<file path="src/rtl/core/lswc_pkg.sv">
package lswc_pkg;

    localparam int SAMPLE_W = 12;
    localparam int WTOTAL_W = 16;
    localparam int QTOTAL_W = 28;
    localparam int COUNT_W  = 16;
    localparam int AGE_W    = 16;
    localparam int SLOT_W   = 4;
    localparam int IDX_W    = 2;
    localparam int CFG_W    = 16;

    localparam logic [SLOT_W-1:0]   WINDOW_LEN   = 4'd15;
    localparam logic [SAMPLE_W-1:0] MIN_VALID    = 12'd5;
    localparam logic [SAMPLE_W:0]   EMPTY_MARGIN = 13'd5;
    localparam logic [SAMPLE_W:0]   RANGE_MARGIN = 13'd100;
    localparam logic [COUNT_W-1:0]  COUNT_MAX    = 16'hFFFF;
    localparam logic [AGE_W-1:0]    AGE_MAX      = 16'hFFFF;
    localparam logic [AGE_W-1:0]    STALE_RESET  = 16'd10000;
    localparam logic [SAMPLE_W-1:0] MAX_RESET    = 12'hFFF;

    localparam int            DIV_STEPS = SAMPLE_W;
    localparam logic [3:0]    DIV_LAST  = 4'(DIV_STEPS - 1);

    typedef enum logic [1:0] {
        LVL_OK      = 2'd0,
        LVL_EMPTY   = 2'd1,
        LVL_STALE   = 2'd2,
        LVL_UNKNOWN = 2'd3
    } t_level;

    typedef enum logic [1:0] {
        OP_SAMPLE = 2'd0,
        OP_TICK   = 2'd1,
        OP_QUERY  = 2'd2
    } t_op;

    typedef enum logic [IDX_W-1:0] {
        CFG_ENABLE = 2'd0,
        CFG_DRY    = 2'd1,
        CFG_MAX    = 2'd2,
        CFG_STALE  = 2'd3
    } t_cfg_idx;

    typedef struct packed {
        logic                enable;
        logic [SAMPLE_W-1:0] dry_level;
        logic [SAMPLE_W-1:0] max_level;
        logic [AGE_W-1:0]    stale_limit;
    } t_cfg;

    typedef struct packed {
        logic busy;
        logic done;
    } t_div_stat;

    function automatic t_level classify(input logic [SAMPLE_W-1:0] value,
                                        input logic [SAMPLE_W-1:0] dry,
                                        input logic [SAMPLE_W-1:0] max_lvl);
        t_level lvl;
        if (value < MIN_VALID) begin
            lvl = LVL_UNKNOWN;
        end else if ({1'b0, value} <= ({1'b0, dry} + EMPTY_MARGIN)) begin
            lvl = LVL_EMPTY;
        end else if (value >= max_lvl) begin
            lvl = LVL_UNKNOWN;
        end else begin
            lvl = LVL_OK;
        end
        return lvl;
    endfunction

endpackage

</file>
<file path="src/rtl/core/lswc_if.sv">
interface lswc_in_if import lswc_pkg::*; ();
    logic                valid;
    logic                ready;
    logic [1:0]          op;
    logic [SAMPLE_W-1:0] sample;
    logic                sample_ok;

    modport source (output valid, output op, output sample, output sample_ok, input ready);
    modport sink   (input valid, input op, input sample, input sample_ok, output ready);
endinterface

interface lswc_out_if import lswc_pkg::*; ();
    logic                valid;
    logic                ready;
    logic [1:0]          level;
    logic [SAMPLE_W-1:0] average;
    logic                window_done;
    logic                window_accepted;

    modport source (output valid, output level, output average, output window_done,
                    output window_accepted, input ready);
    modport sink   (input valid, input level, input average, input window_done,
                    input window_accepted, output ready);
endinterface

interface lswc_cfg_if import lswc_pkg::*; ();
    logic             valid;
    logic             ready;
    logic [IDX_W-1:0] index;
    logic [CFG_W-1:0] data;

    modport source (output valid, output index, output data, input ready);
    modport sink   (input valid, input index, input data, output ready);
endinterface

</file>
<file path="src/rtl/core/lswc_div.sv">
module lswc_div import lswc_pkg::*; (
    input  logic                i_clk,
    input  logic                i_rst_n,
    input  logic                i_start,
    input  logic [QTOTAL_W-1:0] i_dividend,
    input  logic [COUNT_W-1:0]  i_divisor,
    output t_div_stat           o_stat,
    output logic [SAMPLE_W-1:0] o_quotient
);

    logic                r_busy;
    logic                r_done;
    logic [3:0]          r_cnt;
    logic [COUNT_W-1:0]  r_rem;
    logic [COUNT_W-1:0]  r_divisor;
    logic [SAMPLE_W-1:0] r_work;

    logic [COUNT_W+1:0]  diff;
    logic                ge;

    // The quotient is known to fit in twelve bits, so the upper dividend bits
    // are already below the divisor and seed the remainder directly.
    assign diff = {1'b0, r_rem, r_work[SAMPLE_W-1]} - {2'b00, r_divisor};
    assign ge   = ~diff[COUNT_W+1];

    always_ff @(posedge i_clk) begin
        if (!i_rst_n) begin
            r_busy <= 1'b0;
            r_done <= 1'b0;
            r_cnt  <= '0;
        end else begin
            r_done <= 1'b0;
            if (i_start) begin
                r_busy <= 1'b1;
                r_cnt  <= '0;
            end else if (r_busy) begin
                r_cnt <= r_cnt + 4'd1;
                if (r_cnt == DIV_LAST) begin
                    r_busy <= 1'b0;
                    r_done <= 1'b1;
                end
            end
        end
    end

    always_ff @(posedge i_clk) begin
        if (i_start) begin
            r_rem     <= i_dividend[QTOTAL_W-1:SAMPLE_W];
            r_work    <= i_dividend[SAMPLE_W-1:0];
            r_divisor <= i_divisor;
        end else if (r_busy) begin
            r_rem  <= ge ? diff[COUNT_W-1:0] : {r_rem[COUNT_W-2:0], r_work[SAMPLE_W-1]};
            r_work <= {r_work[SAMPLE_W-2:0], ge};
        end
    end

    assign o_stat.busy = r_busy;
    assign o_stat.done = r_done;
    assign o_quotient  = r_work;

    a_rem_below_divisor: assert property (@(posedge i_clk) disable iff (!i_rst_n)
        r_busy |-> (r_rem < r_divisor))
        else $error("Divider remainder reached the divisor.");

    a_no_restart: assert property (@(posedge i_clk) disable iff (!i_rst_n)
        i_start |-> !r_busy)
        else $error("Divider started while busy.");

    a_done_after_busy: assert property (@(posedge i_clk) disable iff (!i_rst_n)
        r_done |-> ($past(r_busy) && !r_busy))
        else $error("Divider done without a finished run.");

endmodule

</file>
<file path="src/rtl/core/lswc_core.sv">
module lswc_core import lswc_pkg::*; (
    input  logic                 i_clk,
    input  logic                 i_rst_n,
    input  t_cfg                 i_cfg_regs,
    lswc_in_if.sink              i_smp,
    lswc_out_if.source           o_res,
    output logic                 o_div_start,
    output logic [QTOTAL_W-1:0]  o_div_dividend,
    output logic [COUNT_W-1:0]   o_div_divisor,
    input  t_div_stat            i_div_stat,
    input  logic [SAMPLE_W-1:0]  i_div_quotient
);

    typedef enum logic [2:0] {
        S_IDLE = 3'b001,
        S_DIV  = 3'b010,
        S_DONE = 3'b100
    } t_state;

    t_state              r_state, n_state;
    logic [WTOTAL_W-1:0] r_window_total, n_window_total;
    logic [SLOT_W-1:0]   r_window_slot, n_window_slot;
    logic [QTOTAL_W-1:0] r_query_total, n_query_total;
    logic [COUNT_W-1:0]  r_query_count, n_query_count;
    logic [AGE_W-1:0]    r_age, n_age;
    t_level              r_held_level, n_held_level;
    logic [SAMPLE_W-1:0] r_held_avg, n_held_avg;
    logic                r_div_query, n_div_query;

    t_level              r_res_level, n_res_level;
    logic [SAMPLE_W-1:0] r_res_avg, n_res_avg;
    logic                r_res_done, n_res_done;
    logic                r_res_acc, n_res_acc;

    logic                r_out_valid, n_out_valid;
    t_level              r_out_level;
    logic [SAMPLE_W-1:0] r_out_avg;
    logic                r_out_done;
    logic                r_out_acc;

    logic                accept;
    logic                out_load;
    logic [WTOTAL_W-1:0] wt_sum;
    logic [SLOT_W-1:0]   slot_inc;
    logic                in_range;
    t_level              q_level;

    assign i_smp.ready = (r_state == S_IDLE);
    assign accept      = i_smp.valid && i_smp.ready;
    assign out_load    = (r_state == S_DONE) && (!r_out_valid || o_res.ready);

    assign wt_sum   = r_window_total + {{(WTOTAL_W-SAMPLE_W){1'b0}}, i_smp.sample};
    assign slot_inc = r_window_slot + 4'd1;
    assign q_level  = classify(i_div_quotient, i_cfg_regs.dry_level, i_cfg_regs.max_level);
    assign in_range = !(({1'b0, i_div_quotient} >= ({1'b0, i_cfg_regs.max_level} + RANGE_MARGIN))
                     || (({1'b0, i_div_quotient} + RANGE_MARGIN) <= {1'b0, i_cfg_regs.dry_level}));

    always_comb begin
        n_state        = r_state;
        n_window_total = r_window_total;
        n_window_slot  = r_window_slot;
        n_query_total  = r_query_total;
        n_query_count  = r_query_count;
        n_age          = r_age;
        n_held_level   = r_held_level;
        n_held_avg     = r_held_avg;
        n_div_query    = r_div_query;
        n_res_level    = r_res_level;
        n_res_avg      = r_res_avg;
        n_res_done     = r_res_done;
        n_res_acc      = r_res_acc;
        o_div_start    = 1'b0;
        o_div_dividend = r_query_total;
        o_div_divisor  = r_query_count;

        unique case (r_state)
            S_IDLE: begin
                if (accept) begin
                    n_res_level = r_held_level;
                    n_res_avg   = r_held_avg;
                    n_res_done  = 1'b0;
                    n_res_acc   = 1'b0;
                    n_state     = S_DONE;
                    unique case (i_smp.op)
                        OP_SAMPLE: begin
                            if (i_smp.sample_ok) begin
                                n_window_total = wt_sum;
                                if (r_query_count != COUNT_MAX) begin
                                    n_query_total = r_query_total
                                        + {{(QTOTAL_W-SAMPLE_W){1'b0}}, i_smp.sample};
                                    n_query_count = r_query_count + 16'd1;
                                end
                            end
                            if (slot_inc >= WINDOW_LEN) begin
                                o_div_start    = 1'b1;
                                o_div_dividend = {{(QTOTAL_W-WTOTAL_W){1'b0}}, n_window_total};
                                o_div_divisor  = {{(COUNT_W-SLOT_W){1'b0}}, WINDOW_LEN};
                                n_window_total = '0;
                                n_window_slot  = '0;
                                n_div_query    = 1'b0;
                                n_state        = S_DIV;
                            end else begin
                                n_window_slot = slot_inc;
                            end
                        end
                        OP_TICK: begin
                            if (r_age != AGE_MAX) begin
                                n_age = r_age + 16'd1;
                            end
                        end
                        OP_QUERY: begin
                            if (!i_cfg_regs.enable) begin
                                n_res_level = LVL_UNKNOWN;
                            end else if (r_age > i_cfg_regs.stale_limit) begin
                                n_res_level = LVL_STALE;
                            end else if (r_query_count == '0) begin
                                n_res_level = LVL_UNKNOWN;
                            end else begin
                                o_div_start   = 1'b1;
                                n_query_total = '0;
                                n_query_count = '0;
                                n_div_query   = 1'b1;
                                n_state       = S_DIV;
                            end
                        end
                        default: begin
                        end
                    endcase
                end
            end
            S_DIV: begin
                if (i_div_stat.done) begin
                    n_state = S_DONE;
                    if (r_div_query) begin
                        n_res_level = q_level;
                        n_res_avg   = i_div_quotient;
                    end else begin
                        n_res_done = 1'b1;
                        n_res_acc  = in_range;
                        if (in_range) begin
                            n_age        = '0;
                            n_held_avg   = i_div_quotient;
                            n_held_level = q_level;
                            n_res_level  = q_level;
                            n_res_avg    = i_div_quotient;
                        end
                    end
                end
            end
            S_DONE: begin
                if (out_load) begin
                    n_state = S_IDLE;
                end
            end
            default: begin
                n_state = S_IDLE;
            end
        endcase
    end

    always_comb begin
        n_out_valid = r_out_valid;
        if (o_res.valid && o_res.ready) begin
            n_out_valid = 1'b0;
        end
        if (out_load) begin
            n_out_valid = 1'b1;
        end
    end

    always_ff @(posedge i_clk) begin
        if (!i_rst_n) begin
            r_state        <= S_IDLE;
            r_window_total <= '0;
            r_window_slot  <= '0;
            r_query_total  <= '0;
            r_query_count  <= '0;
            r_age          <= AGE_MAX;
            r_held_level   <= LVL_UNKNOWN;
            r_held_avg     <= '0;
            r_div_query    <= 1'b0;
            r_out_valid    <= 1'b0;
        end else begin
            r_state        <= n_state;
            r_window_total <= n_window_total;
            r_window_slot  <= n_window_slot;
            r_query_total  <= n_query_total;
            r_query_count  <= n_query_count;
            r_age          <= n_age;
            r_held_level   <= n_held_level;
            r_held_avg     <= n_held_avg;
            r_div_query    <= n_div_query;
            r_out_valid    <= n_out_valid;
        end
    end

    always_ff @(posedge i_clk) begin
        r_res_level <= n_res_level;
        r_res_avg   <= n_res_avg;
        r_res_done  <= n_res_done;
        r_res_acc   <= n_res_acc;
        if (out_load) begin
            r_out_level <= r_res_level;
            r_out_avg   <= r_res_avg;
            r_out_done  <= r_res_done;
            r_out_acc   <= r_res_acc;
        end
    end

    assign o_res.valid           = r_out_valid;
    assign o_res.level           = r_out_level;
    assign o_res.average         = r_out_avg;
    assign o_res.window_done     = r_out_done;
    assign o_res.window_accepted = r_out_acc;

    a_div_done_in_div: assert property (@(posedge i_clk) disable iff (!i_rst_n)
        i_div_stat.done |-> (r_state == S_DIV))
        else $error("Divider finished outside the divide state.");

    a_div_idle_outside: assert property (@(posedge i_clk) disable iff (!i_rst_n)
        (r_state != S_DIV) |-> !i_div_stat.busy)
        else $error("Divider busy outside the divide state.");

    a_slot_in_window: assert property (@(posedge i_clk) disable iff (!i_rst_n)
        r_window_slot < WINDOW_LEN)
        else $error("Window slot ran past the window length.");

    a_empty_query_total: assert property (@(posedge i_clk) disable iff (!i_rst_n)
        (r_query_count == '0) |-> (r_query_total == '0))
        else $error("Query total held without any counted sample.");

    a_accept_needs_done: assert property (@(posedge i_clk) disable iff (!i_rst_n)
        (r_out_valid && r_out_acc) |-> r_out_done)
        else $error("Window accepted on a beat that closed no window.");

endmodule

</file>
<file path="src/rtl/core/level_sensor_window_classifier_top.sv">
// Reservoir level classifier. Every input beat carries a sample, a time tick or a level query and
// yields exactly one result beat. A tick, a query that does not divide and a sample that does not
// close the window have their result registered on acceptance and then loaded into the output
// register, and the input takes the next beat once that load is done. A sample that closes
// the window and a query that divides the accumulators both pass through one shared restoring
// divider that settles one of twelve quotient bits per cycle; its quotient is then registered in
// the result register and loaded into the output register. The input is not ready while an item is
// being worked on. One finished result may wait in the output register while the next item is
// worked on; that item's result then holds the input off until the register drains.
// Configuration writes are taken in any cycle and should only be issued while no item is
// outstanding.
module level_sensor_window_classifier_top import lswc_pkg::*; (
    input  logic        i_clk,
    input  logic        i_rst_n,
    lswc_cfg_if.sink    i_cfg,
    lswc_in_if.sink     i_smp,
    lswc_out_if.source  o_res
);

    t_cfg                r_cfg;
    t_div_stat           div_stat;
    logic                div_start;
    logic [QTOTAL_W-1:0] div_dividend;
    logic [COUNT_W-1:0]  div_divisor;
    logic [SAMPLE_W-1:0] div_quotient;

    assign i_cfg.ready = 1'b1;

    always_ff @(posedge i_clk) begin
        if (!i_rst_n) begin
            r_cfg.enable      <= 1'b0;
            r_cfg.dry_level   <= '0;
            r_cfg.max_level   <= MAX_RESET;
            r_cfg.stale_limit <= STALE_RESET;
        end else if (i_cfg.valid && i_cfg.ready) begin
            unique case (i_cfg.index)
                CFG_ENABLE: r_cfg.enable      <= i_cfg.data[0];
                CFG_DRY:    r_cfg.dry_level   <= i_cfg.data[SAMPLE_W-1:0];
                CFG_MAX:    r_cfg.max_level   <= i_cfg.data[SAMPLE_W-1:0];
                CFG_STALE:  r_cfg.stale_limit <= i_cfg.data[AGE_W-1:0];
                default: begin
                end
            endcase
        end
    end

    lswc_core u_core (
        .i_clk          (i_clk),
        .i_rst_n        (i_rst_n),
        .i_cfg_regs     (r_cfg),
        .i_smp          (i_smp),
        .o_res          (o_res),
        .o_div_start    (div_start),
        .o_div_dividend (div_dividend),
        .o_div_divisor  (div_divisor),
        .i_div_stat     (div_stat),
        .i_div_quotient (div_quotient)
    );

    lswc_div u_div (
        .i_clk      (i_clk),
        .i_rst_n    (i_rst_n),
        .i_start    (div_start),
        .i_dividend (div_dividend),
        .i_divisor  (div_divisor),
        .o_stat     (div_stat),
        .o_quotient (div_quotient)
    );

endmodule
</file>
<file path="src/flat_wrapper.sv">
// flat-port wrapper written by rule: the top's interface ports become plain ports
module level_sensor_window_classifier_top_flat import lswc_pkg::*;
  (i_clk, i_rst_n, i_cfg_valid, i_cfg_index, i_cfg_data, i_cfg_ready, i_smp_valid, i_smp_op, i_smp_sample, i_smp_sample_ok, i_smp_ready, o_res_valid, o_res_level, o_res_average, o_res_window_done, o_res_window_accepted, o_res_ready);
  lswc_cfg_if i_cfg_i ();
  lswc_in_if i_smp_i ();
  lswc_out_if o_res_i ();
  input  logic i_clk;
  input  logic i_rst_n;
  input wire logic [$bits(i_cfg_i.valid)-1:0] i_cfg_valid;
  input wire logic [$bits(i_cfg_i.index)-1:0] i_cfg_index;
  input wire logic [$bits(i_cfg_i.data)-1:0] i_cfg_data;
  output wire logic [$bits(i_cfg_i.ready)-1:0] i_cfg_ready;
  input wire logic [$bits(i_smp_i.valid)-1:0] i_smp_valid;
  input wire logic [$bits(i_smp_i.op)-1:0] i_smp_op;
  input wire logic [$bits(i_smp_i.sample)-1:0] i_smp_sample;
  input wire logic [$bits(i_smp_i.sample_ok)-1:0] i_smp_sample_ok;
  output wire logic [$bits(i_smp_i.ready)-1:0] i_smp_ready;
  output wire logic [$bits(o_res_i.valid)-1:0] o_res_valid;
  output wire logic [$bits(o_res_i.level)-1:0] o_res_level;
  output wire logic [$bits(o_res_i.average)-1:0] o_res_average;
  output wire logic [$bits(o_res_i.window_done)-1:0] o_res_window_done;
  output wire logic [$bits(o_res_i.window_accepted)-1:0] o_res_window_accepted;
  input wire logic [$bits(o_res_i.ready)-1:0] o_res_ready;
  assign i_cfg_i.valid = i_cfg_valid;
  assign i_cfg_i.index = i_cfg_index;
  assign i_cfg_i.data = i_cfg_data;
  assign i_cfg_ready = i_cfg_i.ready;
  assign i_smp_i.valid = i_smp_valid;
  assign i_smp_i.op = i_smp_op;
  assign i_smp_i.sample = i_smp_sample;
  assign i_smp_i.sample_ok = i_smp_sample_ok;
  assign i_smp_ready = i_smp_i.ready;
  assign o_res_valid = o_res_i.valid;
  assign o_res_level = o_res_i.level;
  assign o_res_average = o_res_i.average;
  assign o_res_window_done = o_res_i.window_done;
  assign o_res_window_accepted = o_res_i.window_accepted;
  assign o_res_i.ready = o_res_ready;
  level_sensor_window_classifier_top u_core (.i_clk(i_clk), .i_rst_n(i_rst_n), .i_cfg(i_cfg_i), .i_smp(i_smp_i), .o_res(o_res_i));
endmodule
</file>
<file path="config.mk">
export PLATFORM = sky130hd
export DESIGN_NAME = level_sensor_window_classifier_top_flat
export DESIGN_NICKNAME = d
export VERILOG_FILES = /design/src/rtl/core/lswc_pkg.sv /design/src/rtl/core/lswc_if.sv /design/src/rtl/core/lswc_div.sv /design/src/rtl/core/lswc_core.sv /design/src/rtl/core/level_sensor_window_classifier_top.sv /design/src/flat_wrapper.sv
export SDC_FILE = /design/constraint.sdc
export NUM_CORES = 1
export LEC_CHECK = 0
export ABC_AREA = 1
export BUFFER_PORTS_ARGS = -buffer_cell sky130_fd_sc_hd__buf_2
export CAP_MARGIN = 10
export CORE_UTILIZATION = 55
export CTS_CLUSTER_DIAMETER = 50
export DETAILED_ROUTE_END_ITERATION = 10
export GPL_ROUTABILITY_DRIVEN = 0
export GPL_TIMING_DRIVEN = 0
export MAX_ROUTING_LAYER = met4
export PLACE_DENSITY = 0.81
export SLEW_MARGIN = 20
export SYNTH_ARGS = -nofsm -noshare
export SYNTH_HDL_FRONTEND = slang
export SYNTH_SLANG_ARGS = --single-unit
</file>
<file path="constraint.sdc">
create_clock -name i_clk -period 8 [get_ports i_clk]
set_input_delay 1.6 -clock i_clk [delete_from_list [all_inputs] [get_ports i_clk]]
set_output_delay 1.6 -clock i_clk [all_outputs]
set_load 0.005 [all_outputs]
</file>
Word-level counts from Yosys, hierarchy flattened

Cells that the tools add are included.

Add/sub/neg operators: 10
$lt $le $gt $ge: 7
Equal/unequal tests: 25
Muxes and demuxes: 86
Bitwise operators: 5
Reduce and logical (&&, ||, !) cells: 28

Operators by type and width:

| cell                                           | number |
|---|---|
| two-way mux 16 bit                             | 20 |
| two-way mux 28 bit                             | 9 |
| two-way mux 12 bit                             | 6 |
| one-hot mux 16 bit (2 select lines)            | 2 |
| one-hot mux 28 bit (2 select lines)            | 1 |
| adder 16 x 1 -> 16 bit (second input constant) | 2 |
| != test 16 bit (second input constant)         | 2 |
| adder 28 x 12 -> 28 bit                        | 1 |
| adder 12 x 7 -> 13 bit (second input constant) | 2 |
| one-hot mux 12 bit (2 select lines)            | 1 |
| two-way mux 2 bit                              | 11 |
| two-way mux 1 bit                              | 21 |
| two-way mux 3 bit                              | 7 |
| != test 2 bit (second input constant)          | 9 |
| subtractor 17 x 16 -> 18 bit                   | 1 |
| adder 16 x 12 -> 16 bit                        | 1 |
| greater-than comparator 16 bit                 | 1 |
| logical NOT 16 bit                             | 1 |
| AND reduction 7 bit                            | 2 |
| adder 12 x 3 -> 13 bit (second input constant) | 1 |
| greater-or-equal comparator 12 x 13 -> 1 bit   | 1 |
| <= comparator 12 x 13 -> 1 bit                 | 1 |
| <= comparator 13 x 12 -> 1 bit                 | 1 |
| greater-or-equal comparator 12 bit             | 1 |
| other kinds (28)                               | 56 |

Register bits: 222
Input bits: 38
Output and inout bits: 19
Logic and storage cells: 189

Logic depth before layout (Yosys ltp)

Depth after elaboration: 8
Depth in mapped cells: 21
Mapped depth without buffers: 20

By module

A second synthesis with hierarchy kept.

Cell total of the unflattened synthesis: 2,252
Area, all modules: 15,438.6 um2

By module, submodules not included:

| module                             | instances | cells an instance | area an instance (um2) | sequential area each (um2) |
|---|---|---|---|---|
| lswc_core                          | 1         | 1,599             | 10,518.8               | 2,942.8 |
| lswc_div                           | 1         | 417               | 3,263.1                | 1,441.4 |
| level_sensor_window_classifier_top | 1         | 236               | 1,656.6                | 820.8 |

Worst setup path before layout

OpenSTA, ideal clock, no wires.

Kind: in2reg
From: in i_smp_op[0]
To: reg u_core.u_div.r_work[0] (netlist: u_core.u_div.o_quotient[0]), enable pin
Library setup time: 451 ps
Arrival: 3,098 ps
Required time: 7,549 ps
Path slack: 4,451 ps
Stages on the path: 7
Buffers on the path: 1
Cell sequence: inv_1 nand2_1 inv_1 nand3_1 nand2_2 clkbuf_1 nand2_1

Cells in the longest elaborated chain, start to end: 5
Elaborated cells between the ends (all ways): 6
Classes of those cells: eq/ne (1); mux (3); reduce/logical (2)

RTL lines:

| item                                                      | RTL line           | text |
|---|---|---|
| start, declared                                           | flat_wrapper.sv:14 | `input wire logic [$bits(i_smp_i.op)-1:0] i_smp_op;` |
| == test 2 bit / logical NOT 2 bit (equally long branches) | lswc_core.sv:84    | `unique case (i_smp.op)` |
| one-hot mux 1 bit (2 select lines) (*)                    | lswc_core.sv:84    |  |
| two-way mux 1 bit (*)                                     | lswc_core.sv:78    | `if (accept) begin` |
| two-way mux 1 bit (*)                                     | lswc_core.sv:76    | `unique case (r_state)` |
| nonzero test 2 bit (no source line) (*)                   | --                 |  |
| end signal, assigned                                      | lswc_div.sv:49     | `r_work <= i_dividend[SAMPLE_W-1:0];` |
| end signal, assigned                                      | lswc_div.sv:53     | `r_work <= {r_work[SAMPLE_W-2:0], ge};` |
| end, declared                                             | lswc_div.sv:16     | `logic [SAMPLE_W-1:0] r_work;` |

Every way passes the cells marked *; elsewhere a longest branch is shown, timed or not.
A chain may end at the register's enable or synchronous reset.

Worst setup path after layout

From: in i_smp_op[0]
To: reg u_core.u_div.r_rem[0], enable pin

Cells in the longest elaborated chain, start to end: 5
Elaborated cells between the ends (all ways): 6
Classes of those cells: eq/ne (1); mux (3); reduce/logical (2)

RTL lines:

| item                                                      | RTL line        | text |
|---|---|---|
| == test 2 bit / logical NOT 2 bit (equally long branches) | lswc_core.sv:84 |  |
| one-hot mux 1 bit (2 select lines) (*)                    | lswc_core.sv:84 |  |
| two-way mux 1 bit (*)                                     | lswc_core.sv:78 |  |
| two-way mux 1 bit (*)                                     | lswc_core.sv:76 |  |
| nonzero test 2 bit (no source line) (*)                   | --              |  |
| end signal, assigned                                      | lswc_div.sv:48  | `r_rem <= i_dividend[QTOTAL_W-1:SAMPLE_W];` |
| end signal, assigned                                      | lswc_div.sv:52  | `r_rem <= ge ? diff[COUNT_W-1:0] : {r_rem[COUNT_W-2:0], r_work[SAMPLE_W-1]};` |
| end, declared                                             | lswc_div.sv:14  | `logic [COUNT_W-1:0] r_rem;` |

Marked as above.

==> impl_metrics.csv <==
group,metric,value,unit
clock_network,post_cts_buffers,0,
grt,grtUsageTotal,30.9,%
timing,fin_crit,3.90,ns
clock_network,cts_buffers,28,
floorplan,die_y,167,um
grt,grt-ovfl-total,0,
floorplan,core_area,0.0263,sq mm
logic_synthesis,avgSynthCellArea,7.01,sq um
route,wl,42100,um
logic_synthesis,synth_common_cells,"nand2_1, nor2_1, inv_1",
pwr,switchingPower,0.934,mW
cells_and_area,nFillCells,2286,
timing,relSlewSlack,35.9,%
logic_synthesis,synth_area_leaders,"dfxtp_1, edfxtp_1, nand2_1, ha_1, nor2_1",
worst_setup_path,crit_required,8.12,ns
status,failed_checks,"DRC",
clock_network,post_cts_resize_count,0,
flow_run,cap_violations,0,
logic_synthesis,yosys_warnings,0,
pwr,p_clk_share,40.6,%
logic_synthesis,syn_inst,2124,
logic_synthesis,yosysMostFrequentCell,"nand2_1",
place,port_buffers,55,
clock_network,hold_buffers,0,
route,drtIter0Drc,1742,
worst_setup_path,path_delay_family,"simple AND/OR/NAND/NOR gates",
timing,min_period_over_period,48.7,%
status,status,"finished with violations",
worst_setup_path,endpoint_kind,"flop",
timing,fmax,0.256,GHz
pwr,power_density,184,mW/mm^2
route,route.detailed.drc,3,
grt,grt_pass1_wl,67300,um
pwr,ir_drop,175,uV
floorplan,die_w,167,um
grt,grt_max_degree,29,
pwr,p_int,2.10,mW
worst_hold_path,hold_path_class,"reg2reg",
worst_setup_path,cpMaxStageDelayCell,"nand2_2",
timing,rsz0062_at_grt,"no",
grt,grt_pass1_vias,13500,
route,dr.pass1.iters,10,
clock_network,cts_tree,"yes",
logic_synthesis,synth-seq-cells,222,
timing,setup_viol,0,
logic_synthesis,ys_types,50,
floorplan,dieArea,0.0277,sq mm
pwr,switching_share,30.7,%
place,hpwl,32200,um
cells_and_area,area_delta_synth_final,10.8,%
floorplan,rows,59,
pwr,power_frac_comb,17.5,%
worst_setup_path,critPathMaxFanout,28,
clock_network,htreeDepth,1,
route,routedWlPerCell,16.4,um
floorplan,ioPinCount,57,
worst_setup_path,path_cells,"buf_2 > inv_1 > nand2_1 > inv_1 > nand3_1 > nand2_2 > clkbuf_1 > nand2_2",
pwr,leakage,7.59,nW
clock_network,path_clk_slew,0.06,ns
worst_setup_path,cp-start-kind,"primary input",
worst_setup_path,arrival,4.02,ns
floorplan,initial_core_util,56.7,%
logic_synthesis,synth_area,0.0149,sq mm
grt,antenna_found_initial,0,
cells_and_area,drive_above_1_share,8.02,%
worst_setup_path,crit_type,"in2reg",
logic_synthesis,yosys.area.top_type_share,19.6,%
route,vias_per_cell,5.68,
timing,slew_violations,0,
worst_setup_path,worst-path-buf-inv,4,
pwr,pwr-share-seq,41.9,%
worst_setup_path,slowest_delay,0.59,ns
cells_and_area,nNetsFinal,2362,
logic_synthesis,synth_nets,2277,
logic_synthesis,synth_top_area_cell,"dfxtp_1",
logic_synthesis,ys_seq_area_share,35.0,%
timing,clock-skew-final,0.0238,ns
route,drtAntennaViolNets,0,
logic_synthesis,synthArstFlopShare,0,%
timing,final-hold-violation-count,0,
timing,setup-tns-final,0,ns
logic_synthesis,synth_edf_count,76,
timing,worstMarginPinSlew,0.960,ns
clock_network,cts_buffer_depth,3,
clock_network,clock-sinks,222,
cells_and_area,diodes,0,
clock_network,cts_root_buf,"clkbuf_16",
timing,layout_setup_ws,4.10,ns
clock_network,clkLatencyLatePin,0.56,ns
route,dr_total_vias,14600,
place,dpl_worst_slack,3.70,ns
logic_synthesis,synth_flop_cell,"dfxtp_1",
[cells in the final DEF, fill, tap and decap left out, drive strengths merged]
cell	instances
a21boi	1
a21o	4
a21oi	148
a31oi	3
and2	3
and3	2
buf	82
bufinv	1
clkbuf	66
clkinv	11
clkinvlp	5
conb	1
dfxtp	146
edfxtp	76
fa	3
ha	112
inv	261
nand2	571
nand3	152
nand3b	9
nand4	46
nor2	258
nor3	35
nor3b	1
nor4	5
o211a	1
o211ai	24
o21a	4
o21ai	110
o21bai	2
o22ai	5
o31ai	3
or2	14
xnor2	15
xor2	51
[through the flow]
stage,util (%),std cells,power [mW],hold slack (ns),area [sq um]
global placement,59.3,2514,1.80,0.402,15600
detailed placement,59.3,2514,1.82,0.406,15600
floorplan,-,2124,1.67,0.400,14900
finish,62.8,2566,3.04,0.419,16500
global route,62.8,2566,3.17,0.425,16500
CTS,62.8,2566,3.03,0.421,16500
[metal layers]
metal / share of wire (%) / GRT usage [%] / wire, um / vias up
met4: 4.3 / 12.9 / 1800 / 0
met3: 9.6 / 3.68 / 4040 / 118
li1: - / - / - / 7126
met2: 44 / 47.7 / 18500 / 705
met5: 0 / - / 0 / -
met1: 42 / 41.0 / 17700 / 6618
[power groups by stage]
stage / logic, mW / registers (mW) / clock network (mW)
after global placement: 0.500 / 1.29 / 0
after CTS: 0.524 / 1.27 / 1.24
after global routing: 0.604 / 1.28 / 1.29
after floorplan: 0.390 / 1.28 / 0
final: 0.533 / 1.27 / 1.23
after detailed placement: 0.518 / 1.30 / 0
[registers in the layout, summed over array words and instances, names as in the netlist, 2 cells and up]
name	flops
u_core.u_core.r_window_slot	4
u_core.u_div.r_rem	16
u_core.u_core.r_res_avg	12
u_core.u_div.r_cnt	4
u_core.u_core.r_state	3
u_core.r_cfg	41
u_core.u_core.r_res_level	2
u_core.u_div.o_quotient	12
u_core.u_core.r_held_level	2
u_core.u_core.r_held_avg	12
u_core.u_core.r_query_total	28
u_core.u_core.o_res.average	12
u_core.u_core.r_age	16
u_core.u_core.r_query_count	16
u_core.u_core.r_window_total	16
u_core.u_core.o_res.level	2
u_core.u_div.r_divisor	16
[cells by family (layout without fill, tap and decap cells)]
kind of cell               after synthesis  after routing  synth area share (%)
adders and majority gates              115            115                  9.81
xor gates and xnor gates                66             66                  3.88
DFF                                    222            222                  35.0
and+or+nand+nor                       1096           1096                  31.6
AOI/OAI and AO/OA                      305            305                  11.0
other                                    1              1                0.0252
buffers and inverters                  319            426                  8.65
[path summary, 6_finish.rpt]
| kind | to | slack [ns] | cells after the start | startpoint |
|---|---|---|---|---|
| setup / recovery | u_core.u_div.r_rem[0]$_DFFE_PP_ | 4.10 | 8 | i_smp_op[0] |
| hold / removal | u_core.u_core.o_res.average[10]$_DFFE_PP_ | 0.42 | 0 | u_core.u_core.r_res_avg[10]$_DFFE_PP_ |
| setup reg to reg | u_core.u_core.r_res_avg[2]$_DFFE_PP_ | 4.28 | 14 | u_core.u_div.o_quotient[2]$_DFFE_PP_ |
| hold reg to reg | u_core.u_core.o_res.average[10]$_DFFE_PP_ | 0.42 | 0 | u_core.u_core.r_res_avg[10]$_DFFE_PP_ |
[worst reg2reg max path, cell delays in order (launching register included)]
cell,delay [ns]
edfxtp_1,0.76
nand3_1,0.27
a21oi_1,0.33
nand4_1,0.16
xor2_1,0.18
ha_1,0.29
and3_1,0.24
nand3_1,0.10
nand2_1,0.08
inv_1,0.04
nand2_1,0.07
nand3_2,0.14
nand2_4,0.14
o21ai_0,0.08
inv_1,0.47
[area by class of cell]
type	instances	area, sq um	share of cell area [%]
timing repair buffer	55	275	1.67
buffer	64	328	1.99
tap	335	419	2.54
inverter	255	960	5.82
multi-input combinational	1583	8400	50.9
clock inverter	23	206	1.25
clock buffer	29	704	4.27
sequential	222	5200	31.5
Power figures use the tool's default switching activity.
